$ cat config.mk
export PLATFORM = sky130hd
export DESIGN_NAME = event_header_context_decoder
export DESIGN_NICKNAME = d
export VERILOG_FILES = /design/src/hdl/ehcd_pkg.sv /design/src/hdl/ehcd_fill.sv /design/src/hdl/ehcd_track.sv /design/src/hdl/event_header_context_decoder.sv
export SDC_FILE = /design/constraint.sdc
export NUM_CORES = 2
export LEC_CHECK = 0
export ABC_CLOCK_PERIOD_IN_PS = 33200
export BUFFER_PORTS_ARGS = -buffer_cell sky130_fd_sc_hd__buf_2
export CAP_MARGIN = 15
export CORE_UTILIZATION = 35
export DETAILED_ROUTE_END_ITERATION = 10
export PLACE_DENSITY = 0.5
export SKIP_CTS_REPAIR_TIMING = 1
export SLEW_MARGIN = 10
export SYNTH_ARGS = -nofsm -noshare
export SYNTH_HDL_FRONTEND = slang
export SYNTH_SLANG_ARGS = --single-unit
$ cat constraint.sdc
create_clock -name clk -period 33.2 [get_ports clk]
set_clock_uncertainty 0.2 [all_clocks]
set_input_delay 0 -clock clk [delete_from_list [all_inputs] [get_ports clk]]
set_output_delay 0 -clock clk [all_outputs]
set_load 0.02 [all_outputs]
$ cat src/hdl/ehcd_pkg.sv
// ehcd_pkg: request and result types, presence mask bit positions and
// default sizes for the event header context decoder
// depends on nothing
package ehcd_pkg;

  localparam int unsigned LEVEL_COUNT_DEF = 4;
  localparam int unsigned MASK_W          = 11;
  localparam int unsigned PUB_W           = 6;
  localparam int unsigned IMP_W           = 3;
  localparam int unsigned WORD_W          = 64;

  // presence mask bit positions
  localparam int unsigned M_SOURCE     = 0;
  localparam int unsigned M_IMPORTANCE = 1;
  localparam int unsigned M_ID         = 2;
  localparam int unsigned M_TYPE       = 3;
  localparam int unsigned M_INSTANCE   = 4;
  localparam int unsigned M_SYS        = 5;
  localparam int unsigned M_UTC        = 6;
  localparam int unsigned M_DSYS       = 7;
  localparam int unsigned M_DUTC       = 8;
  localparam int unsigned M_RELIMP     = 9;
  localparam int unsigned M_RELID      = 10;

  localparam logic [IMP_W-1:0] FIRST_LEVEL = IMP_W'(1);

  typedef struct packed {
    logic                     first_of_list;
    logic [WORD_W-1:0]        publisher_source;
    logic [MASK_W-1:0]        present_mask;
    logic [WORD_W-1:0]        source_value;
    logic [IMP_W-1:0]         importance_value;
    logic [WORD_W-1:0]        event_number;
    logic [WORD_W-1:0]        type_value;
    logic [WORD_W-1:0]        instance_value;
    logic [WORD_W-1:0]        system_stamp;
    logic [WORD_W-1:0]        utc_stamp;
    logic signed [WORD_W-1:0] system_delta;
    logic signed [WORD_W-1:0] utc_delta;
  } ehcd_req_t;

  typedef struct packed {
    logic [WORD_W-1:0] out_source;
    logic [IMP_W-1:0]  out_importance;
    logic [WORD_W-1:0] out_event_number;
    logic [WORD_W-1:0] out_type;
    logic [WORD_W-1:0] out_instance;
    logic [WORD_W-1:0] out_system_stamp;
    logic [WORD_W-1:0] out_utc_stamp;
    logic [PUB_W-1:0]  published_mask;
    logic              is_new;
    logic              gap_found;
  } ehcd_rsp_t;

  // qualified header handed from the fill stage to the tracker and result
  typedef struct packed {
    logic [WORD_W-1:0] source;
    logic [IMP_W-1:0]  importance;
    logic [WORD_W-1:0] event_number;
    logic [WORD_W-1:0] type_id;
    logic [WORD_W-1:0] instance_id;
    logic [WORD_W-1:0] system_stamp;
    logic [WORD_W-1:0] utc_stamp;
    logic [PUB_W-1:0]  published;
  } ehcd_fill_t;

endpackage

$ cat src/hdl/ehcd_fill.sv
// ehcd_fill: running list context and the fill-in of absent header fields
// depends on ehcd_pkg
module ehcd_fill (
  input  logic               clk,
  input  logic               rst_n,
  input  logic               en,
  input  ehcd_pkg::ehcd_req_t  req,
  output ehcd_pkg::ehcd_fill_t fill
);
  import ehcd_pkg::*;

  logic [IMP_W-1:0]  ctx_imp_r,  ctx_imp_nxt;
  logic [WORD_W-1:0] ctx_id_r,   ctx_id_nxt;
  logic [WORD_W-1:0] ctx_type_r, ctx_type_nxt;
  logic [WORD_W-1:0] ctx_sys_r,  ctx_sys_nxt;
  logic [WORD_W-1:0] ctx_utc_r,  ctx_utc_nxt;

  logic [IMP_W-1:0]  base_imp;
  logic [WORD_W-1:0] base_id, base_type, base_sys, base_utc;
  logic [MASK_W-1:0] m;

  always_comb begin
    m = req.present_mask;
    // a new list starts from a cleared context, with importance at the first level
    if (req.first_of_list) begin
      base_imp  = FIRST_LEVEL;
      base_id   = '0;
      base_type = '0;
      base_sys  = '0;
      base_utc  = '0;
    end else begin
      base_imp  = ctx_imp_r;
      base_id   = ctx_id_r;
      base_type = ctx_type_r;
      base_sys  = ctx_sys_r;
      base_utc  = ctx_utc_r;
    end

    fill.source       = m[M_SOURCE] ? req.source_value : req.publisher_source;
    fill.importance   = m[M_IMPORTANCE] ? req.importance_value : base_imp;
    fill.event_number = m[M_ID] ? req.event_number : base_id + WORD_W'(1);
    fill.type_id      = m[M_TYPE] ? req.type_value : base_type;
    fill.instance_id  = m[M_INSTANCE] ? req.instance_value : '0;

    ctx_sys_nxt = base_sys;
    fill.system_stamp = '0;
    if (m[M_SYS]) begin
      fill.system_stamp = req.system_stamp;
      ctx_sys_nxt       = req.system_stamp;
    end else if (m[M_DSYS]) begin
      fill.system_stamp = base_sys + unsigned'(req.system_delta);
      ctx_sys_nxt       = fill.system_stamp;
    end

    ctx_utc_nxt = base_utc;
    fill.utc_stamp = '0;
    if (m[M_UTC]) begin
      fill.utc_stamp = req.utc_stamp;
      ctx_utc_nxt    = req.utc_stamp;
    end else if (m[M_DUTC]) begin
      fill.utc_stamp = base_utc + unsigned'(req.utc_delta);
      ctx_utc_nxt    = fill.utc_stamp;
    end

    fill.published = {m[M_DSYS], m[M_DUTC], m[M_SYS], m[M_UTC], m[M_RELID], m[M_RELIMP]};

    ctx_imp_nxt  = fill.importance;
    ctx_id_nxt   = fill.event_number;
    ctx_type_nxt = fill.type_id;
  end

  always_ff @(posedge clk) begin
    if (!rst_n) begin
      ctx_imp_r  <= FIRST_LEVEL;
      ctx_id_r   <= '0;
      ctx_type_r <= '0;
      ctx_sys_r  <= '0;
      ctx_utc_r  <= '0;
    end else if (en) begin
      ctx_imp_r  <= ctx_imp_nxt;
      ctx_id_r   <= ctx_id_nxt;
      ctx_type_r <= ctx_type_nxt;
      ctx_sys_r  <= ctx_sys_nxt;
      ctx_utc_r  <= ctx_utc_nxt;
    end
  end

endmodule

$ cat src/hdl/ehcd_track.sv
// ehcd_track: largest event id seen per importance level, new and gap flags
// depends on ehcd_pkg
module ehcd_track #(
  parameter int unsigned LEVEL_COUNT = ehcd_pkg::LEVEL_COUNT_DEF
) (
  input  logic                        clk,
  input  logic                        rst_n,
  input  logic                        en,
  input  logic [ehcd_pkg::IMP_W-1:0]  importance,
  input  logic [ehcd_pkg::WORD_W-1:0] event_number,
  output logic                        is_new,
  output logic                        gap_found
);
  import ehcd_pkg::*;

  localparam int unsigned IDX_W = (LEVEL_COUNT > 1) ? $clog2(LEVEL_COUNT) : 1;

  logic [WORD_W-1:0] largest_r [LEVEL_COUNT];
  logic [IMP_W-1:0]  imp_m1;
  logic [IDX_W-1:0]  idx;
  logic              in_range;
  logic [WORD_W-1:0] big;
  logic              upd;

  always_comb begin
    imp_m1   = importance - IMP_W'(1);
    idx      = IDX_W'(imp_m1);
    in_range = (importance != '0) && (32'(importance) <= LEVEL_COUNT);
    big      = in_range ? largest_r[idx] : '0;
    is_new    = 1'b0;
    gap_found = 1'b0;
    // zero reads as nothing seen yet for that level
    if (in_range) begin
      if (big == '0) begin
        is_new = 1'b1;
      end else if (event_number > big) begin
        is_new    = 1'b1;
        gap_found = (event_number != big + WORD_W'(1));
      end
    end
    upd = en && is_new;
  end

  always_ff @(posedge clk) begin
    if (!rst_n) begin
      for (int i = 0; i < LEVEL_COUNT; i++) largest_r[i] <= '0;
    end else if (upd) begin
      largest_r[idx] <= event_number;
    end
  end

endmodule

$ cat src/hdl/event_header_context_decoder.sv
// event_header_context_decoder: top level, input request register, fill
// stage, per-level tracker and result register; depends on ehcd_pkg,
// ehcd_fill and ehcd_track
//
//   channel  ports                            moves
//   input    in_valid  in_stall  in_data      one compressed header request
//   result   out_valid out_stall out_data     one qualified header
//
// one request per cycle sustained while the result is not stalled; a request
// moves from the input register through fill and tracking logic into the result register
// the context and largest-id table advance as a request moves to the result
// reset clears the context, the largest-id table and both valid flags
// a stalled result holds the pipe; one more request may wait in the input
// register before in_stall rises
module event_header_context_decoder #(
  parameter int unsigned LEVEL_COUNT = ehcd_pkg::LEVEL_COUNT_DEF
) (
  input  logic                clk,
  input  logic                rst_n,
  input  logic                in_valid,
  output logic                in_stall,
  input  ehcd_pkg::ehcd_req_t in_data,
  output logic                out_valid,
  input  logic                out_stall,
  output ehcd_pkg::ehcd_rsp_t out_data
);
  import ehcd_pkg::*;

  logic       s1_valid_r, s1_valid_nxt;
  ehcd_req_t  s1_req_r;
  logic       out_valid_r, out_valid_nxt;
  ehcd_rsp_t  out_data_r;
  ehcd_fill_t fill;
  logic       advance;
  logic       load_s1;
  logic       is_new, gap_found;

  assign advance  = !(out_valid_r && out_stall);
  // an empty input register takes a request even while the result waits
  assign load_s1  = advance || !s1_valid_r;
  assign in_stall = !load_s1;

  ehcd_fill u_fill (
    .clk  (clk),
    .rst_n(rst_n),
    .en   (advance && s1_valid_r),
    .req  (s1_req_r),
    .fill (fill)
  );

  ehcd_track #(.LEVEL_COUNT(LEVEL_COUNT)) u_track (
    .clk         (clk),
    .rst_n       (rst_n),
    .en          (advance && s1_valid_r),
    .importance  (fill.importance),
    .event_number(fill.event_number),
    .is_new      (is_new),
    .gap_found   (gap_found)
  );

  always_comb begin
    s1_valid_nxt  = s1_valid_r;
    out_valid_nxt = out_valid_r;
    if (advance) begin
      out_valid_nxt = s1_valid_r;
    end
    if (load_s1) begin
      s1_valid_nxt = in_valid;
    end
  end

  always_ff @(posedge clk) begin
    if (!rst_n) begin
      s1_valid_r  <= 1'b0;
      out_valid_r <= 1'b0;
    end else begin
      s1_valid_r  <= s1_valid_nxt;
      out_valid_r <= out_valid_nxt;
    end
  end

  always_ff @(posedge clk) begin
    if (load_s1) begin
      s1_req_r <= in_data;
    end
    if (advance) begin
      if (s1_valid_r) begin
        out_data_r.out_source       <= fill.source;
        out_data_r.out_importance   <= fill.importance;
        out_data_r.out_event_number <= fill.event_number;
        out_data_r.out_type         <= fill.type_id;
        out_data_r.out_instance     <= fill.instance_id;
        out_data_r.out_system_stamp <= fill.system_stamp;
        out_data_r.out_utc_stamp    <= fill.utc_stamp;
        out_data_r.published_mask   <= fill.published;
        out_data_r.is_new           <= is_new;
        out_data_r.gap_found        <= gap_found;
      end
    end
  end

  assign out_valid = out_valid_r;
  assign out_data  = out_data_r;

endmodule
# [Word level (Yosys, flattened, before mapping)]
# Memories as Yosys holds them, arrays and structs flattened.
# Cells that the tools add are included.
[totals] regBits=1247 n_memories=1 wordCells=82 out_inout_bits=397 ram_bits=256 inputBits=595 latchBits=0 rom_bits=0
[mem_list] name="u_track.largest_r" depth=4 width=64 read_ports=1 rd_ports_with_merged_regs=0 wr=4 line="ehcd_track.sv:18" source="logic [WORD_W-1:0] largest_r [LEVEL_COUNT];"
[classes] mux=28 mul=0 shift=0 n_reduce_logical=13 addsub=5 n_div=0 n_eq_ne=1 n_bitwise=3 order_cmp=2
[op_table] operator="$mux W64" n=17
[op_table] operator="$add A64 B1 Y64 const B" n=2
[op_table] operator="$add A64 B64 Y64" n=2
[op_table] operator="$gt A64 B64 Y1" n=1
[op_table] operator="$logic_not A64 Y1" n=1
[op_table] operator="$ne A64 B64 Y1" n=1
[op_table] operator="$reduce_or A64 Y1" n=1
[op_table] operator="$mux W1" n=8
[op_table] operator="$mux W3" n=2
[op_table] operator="$logic_and A1 B1 Y1" n=4
[op_table] operator="$le A3 B3 Y1 const B" n=1
[op_table] operator="$logic_not A1 Y1" n=3
[op_table] operator="$not A1 Y1" n=3
[op_table] operator="$reduce_bool A3 Y1" n=1
[op_table] operator="$reduce_or A3 Y1" n=1
[op_table] operator="$mux W2" n=1
[op_table] operator="$reduce_and A2 Y1" n=1
[op_table] operator="$sub A2 B1 Y2 const B" n=1
[op_table] operator="$logic_or A1 B1 Y1" n=1

# [Depth between registers and ports, before layout]
[depth] word_depth=15 mapped_depth=35 mapped_depth_nobuf=23

# [Modules after synthesis]
# From an unflattened synthesis, not the netlist that was laid out.
[hier_totals] cells_unflattened=5793 area_unflattened_um2=71001.8
[modules_own_cells] module="event_header_context_decoder" cells_each=994 n_inst=1 area_each_um2=29689.7 seq_area_each_um2=29648.4
[modules_own_cells] module="ehcd_fill" cells_each=3333 n_inst=1 area_each_um2=24382.1 seq_area_each_um2=5185.0
[modules_own_cells] module="ehcd_track" cells_each=1466 n_inst=1 area_each_um2=16930.0 seq_area_each_um2=7687.4

# [Worst setup path after synthesis]
# No wires, ideal clock.
[synth_timing] path_kind="flip-flop to flip-flop" from="reg out_valid_r (netlist: out_valid)" to="reg s1_req_r[0] (netlist bit) (enable)" synth_period_minus_slack_ns=19.449 t_arrival_ns=13.573 setup_slack_ns=13.751 n_path_buf=0 path_stages_with_launch=2 t_required_ns=27.324 setup_time_ns=5.676 cell_sequence="dfxtp_1 nand3_1"
[synth_between] elab_chain_cells=3
[synth_rtl] item="from (decl)" line="event_header_context_decoder.sv:31" source="logic out_valid_r, out_valid_nxt;"
[synth_rtl] item="from (signal assigned)" line="event_header_context_decoder.sv:78" source="out_valid_r <= out_valid_nxt;"
[synth_rtl] item="$logic_and A1 B1 Y1" line="event_header_context_decoder.sv:38" source="assign advance = !(out_valid_r && out_stall);"
[synth_rtl] item="$logic_not A1 Y1" line="event_header_context_decoder.sv:38"
[synth_rtl] item="$logic_or A1 B1 Y1" line="event_header_context_decoder.sv:40" source="assign load_s1 = advance || !s1_valid_r;"
[synth_rtl] item="to (signal assigned)" line="event_header_context_decoder.sv:84" source="s1_req_r <= in_data;"
[synth_rtl] item="to (decl)" line="event_header_context_decoder.sv:30" source="ehcd_req_t s1_req_r;"
# Every way passes these cells.
# A chain may end at the register's enable or synchronous reset.

==> flow_summary.toml <==
[run_status]
outcome = "complete, no violations"

[timing]
rsz0062_at_grt = "false"
slew_violations = 0
slew_headroom_pct = 22.5
period_needed_ns = 10.23
max_freq_mhz = 97.8
tightest_slew_ns = 1.16
setup_violations = 0
setup-tns-final_ns = 0
holdWs_ns = 0.0484
period_share_pct = 30.8
hold_violations = 0

[yosys]
yosys.area_share.xor_xnor_pct = 3.27
syn_avg_cell_area_um2 = 12.1
synthFlopType = "edfxtp_1"
synth_edf_count = 1242
synth-compound-area-share_pct = 11.2
ys_seq_area_share_pct = 61.3
synthAdderAreaFrac_pct = 3.55
synth_top_family_by_area = "simple AND/OR/NAND/NOR gates"
muxShareOfSynthArea_pct = 3.84
syn_nets = 6537
syn_inst = 5748
synthSimpleGateAreaFrac_pct = 14.3
netlist_area_mm2 = 0.0693
ys_types = 104
ys_ff_latch = 1503
synthArstFlopShare_pct = 0
ys_warn_count = 0

[detailed_routing]
num_vias = 55300
post-route-drc-count = 0
routed_wl_um = 253000
wire_per_inst_um = 23.6
drtIter0Drc = 4436
viasPerCell = 5.15
drtPass1Iterations = 7
ant_nets = 0

[clocking]
htreeDepth = 4
clock_sinks = 1503
cts_buffers = 174
cts_tree = "yes"
cts_buffer_depth = 3
insertion_delay_ns = 0.82
clkTransAtPathRegs_ns = 0.06
root_buffer = "clkbuf_16"

[setup_path]
r2r-end = "u_track.largest_r[2][53]$_SDFFCE_PN0P_"
cp_max_fo = 57
worstPathRequired_ns = 33.42
end_kind = "flip-flop"
path_class = "reg2reg"
cp-start-kind = "flip-flop"
arrival_ns = 10.45
rr_startpoint = "s1_req_r[590]$_DFFE_PN_"
reg2reg_slack_ns = 22.97
reg2reg_depth = 22

[hold_path]
worstHoldPathType = "in2reg"
hold_end = "u_fill.ctx_type_r[61]$_SDFFE_PN0P_"
hold_start = "rst_n"
worstHoldPathCells = 3

[pwr]
p_comb_share_pct = 14.3
p_sw_mw = 1.26
internal_power_mw = 3.55
peakVddDrop_mv = 0.0510
finalPower_mw = 4.81
p_per_area_mw_per_mm2 = 50.5
p_seq_share_pct = 45.7
switching_share_pct = 26.2
clkPwrFrac_pct = 40.0
power.leakage_nw = 37.7

[layout]
drive_above_1_share_pct = 19.4
area_growth_pct = 37.2
finalNetCount = 8716

[grt]
grt_max_degree = 137
antenna_found_initial = 65
grt_pass1_vias = 49200
gr-total-overflow = 0
grt_first_pass_wirelength_um = 346000
grtUsageTotal_pct = 23.7

[place]
io_buffers = 991
gp_congestion = 0.913
dp_hpwl_um = 179000

[floorplan]
fp.dieArea_mm2 = 0.200
start_util_pct = 35.4
core_area_mm2 = 0.196
fp-row-count = 162
die_y_um = 447
dieWidth_um = 447
pin_count = 992

[job]
drv_cap = 0
worst max path at each step:
stage / from / cells past startpoint / endpoint / slack, ns
floorplan: out_valid$_SDFFE_PN0N_ / 1 / s1_req_r[0]$_DFFE_PN_ / 13.75
global placement: s1_req_r[590]$_DFFE_PN_ / 22 / u_track.largest_r[2][51]$_SDFFCE_PN0P_ / 23.15
detailed placement: s1_req_r[590]$_DFFE_PN_ / 22 / u_track.largest_r[2][52]$_SDFFCE_PN0P_ / 23.02
CTS: s1_req_r[590]$_DFFE_PN_ / 22 / u_track.largest_r[2][52]$_SDFFCE_PN0P_ / 22.98
global route: s1_req_r[590]$_DFFE_PN_ / 22 / u_track.largest_r[2][39]$_SDFFCE_PN0P_ / 22.54
finish: s1_req_r[590]$_DFFE_PN_ / 22 / u_track.largest_r[2][53]$_SDFFCE_PN0P_ / 22.97
worst max-delay path, stage by stage (launching register included):
cell and delay [ns]:
edfxtp_1 0.38, buf_4 0.31, o21bai_4 0.19, buf_4 0.35
nand2_4 0.39, inv_4 0.63, ha_2 0.56, inv_2 0.45
buf_4 0.72, mux4_2 0.36, nand2_1 0.12, ha_1 0.40
nand4_1 0.13, nor2_1 0.19, nand3_1 0.14, or3_1 0.50
or4_1 0.62, nor4_1 0.41, a21oi_1 0.18, o21ai_2 0.42
nand2_1 0.34, o31ai_4 0.98, buf_4 0.71
cell usage in the layout, fill, tap and decap left out, types with 74 or more instances in the layout:
master / netlist / layout
and2_1: 124 / 124
a21o_1: 114 / 114
mux2_2: 74 / 74
nand4_1: 82 / 82
xnor2_1: 165 / 165
buf_4: 6 / 128
xor2_1: 81 / 81
edfxtp_1: 1242 / 1242
inv_1: 118 / 116
clkbuf_16: 0 / 176
nor2_1: 431 / 430
o21ai_0: 326 / 326
a22oi_1: 104 / 104
nor2b_1: 209 / 209
nand3_1: 107 / 106
ha_1: 192 / 191
buf_2: 40 / 990
nand2_1: 663 / 661
dfxtp_1: 261 / 261
nand2b_1: 107 / 105
a21oi_1: 202 / 202
dlygate4sd3_1: 0 / 1189
synthesized netlist by cell type (81+ instances only):
cell type | count | share of area [%]
and2_1 | 124 | 1.1
clkbuf_1 | 228 | 1.2
nor2_1 | 431 | 2.3
inv_1 | 118 | 0.64
a21o_1 | 114 | 1.2
nand4_1 | 82 | 0.74
a22oi_1 | 104 | 1.1
o21ai_0 | 326 | 2.4
nor2b_1 | 209 | 1.9
nand2_1 | 663 | 3.6
nand2b_1 | 107 | 0.97
nand3_1 | 107 | 0.77
a21oi_1 | 202 | 1.5
ha_1 | 192 | 3.5
dfxtp_1 | 261 | 7.5
edfxtp_1 | 1242 | 54
xnor2_1 | 165 | 2.1
xor2_1 | 81 | 1.0
registers in the layout, indices dropped and copies added (netlist names):
name / cells
u_fill.ctx_id_r: 64
out_data: 395
u_fill.ctx_sys_r: 64
out_valid: 1
u_track.largest_r: 256
u_fill.ctx_utc_r: 64
s1_valid_r: 1
s1_req_r: 591
u_fill.ctx_imp_r: 3
u_fill.ctx_type_r: 64
kinds of logic after synthesis:
kind of cell / Yosys count
compound gates: 1176
buf+inv: 430
fa+ha+maj: 196
simple gates: 2004
mux: 188
flops: 1503
xor+xnor: 251
layer usage:
metal / up-vias / share of wire (%) / wire length, µm / global-route usage, %
met5: - / 0.088 / 222 / 0
met4: 38 / 2.5 / 6430 / 6.38
met3: 370 / 6.4 / 16300 / 5.33
met2: 1875 / 49 / 123000 / 39.5
met1: 27400 / 42 / 106000 / 30.9
li1: 25700 / - / - / -
power groups by stage:
stage                     registers, mW  logic (mW)  clock network (mW)
after CTS                          2.20       0.570                1.97
after global placement             2.23       0.566                   0
after global routing               2.21       0.735                2.04
after floorplan                    2.27       0.308                   0
after detailed placement           2.24       0.567                   0
final                              2.20       0.686                1.92
metrics by stage:
step	util, %	cells	cell area (µm²)	setup WS, ns
6_report	48.6	10700	95100	22.97
3_5_place_dp	39.5	9185	77400	23.02
4_1_cts	42.4	9506	83100	22.98
2_1_floorplan	-	5748	69300	13.75
5_1_grt	48.6	10700	95100	22.54
3_3_place_gp	39.5	9184	77400	23.15
cell type report:
| type | instances | area [µm²] |
|---|---|---|
| Multi-Input combinational cell | 3815 | 25200 |
| Clock buffer | 222 | 4660 |
| Timing Repair Buffer | 2311 | 17900 |
| Antenna cell | 33 | 82.6 |
| Fill cell | 17800 | 101000 |
| Tap cell | 2624 | 3280 |
| Clock inverter | 99 | 1050 |
| Inverter | 122 | 468 |
| Sequential cell | 1503 | 42500 |
No activity file was read; power rests on OpenSTA's default activity.
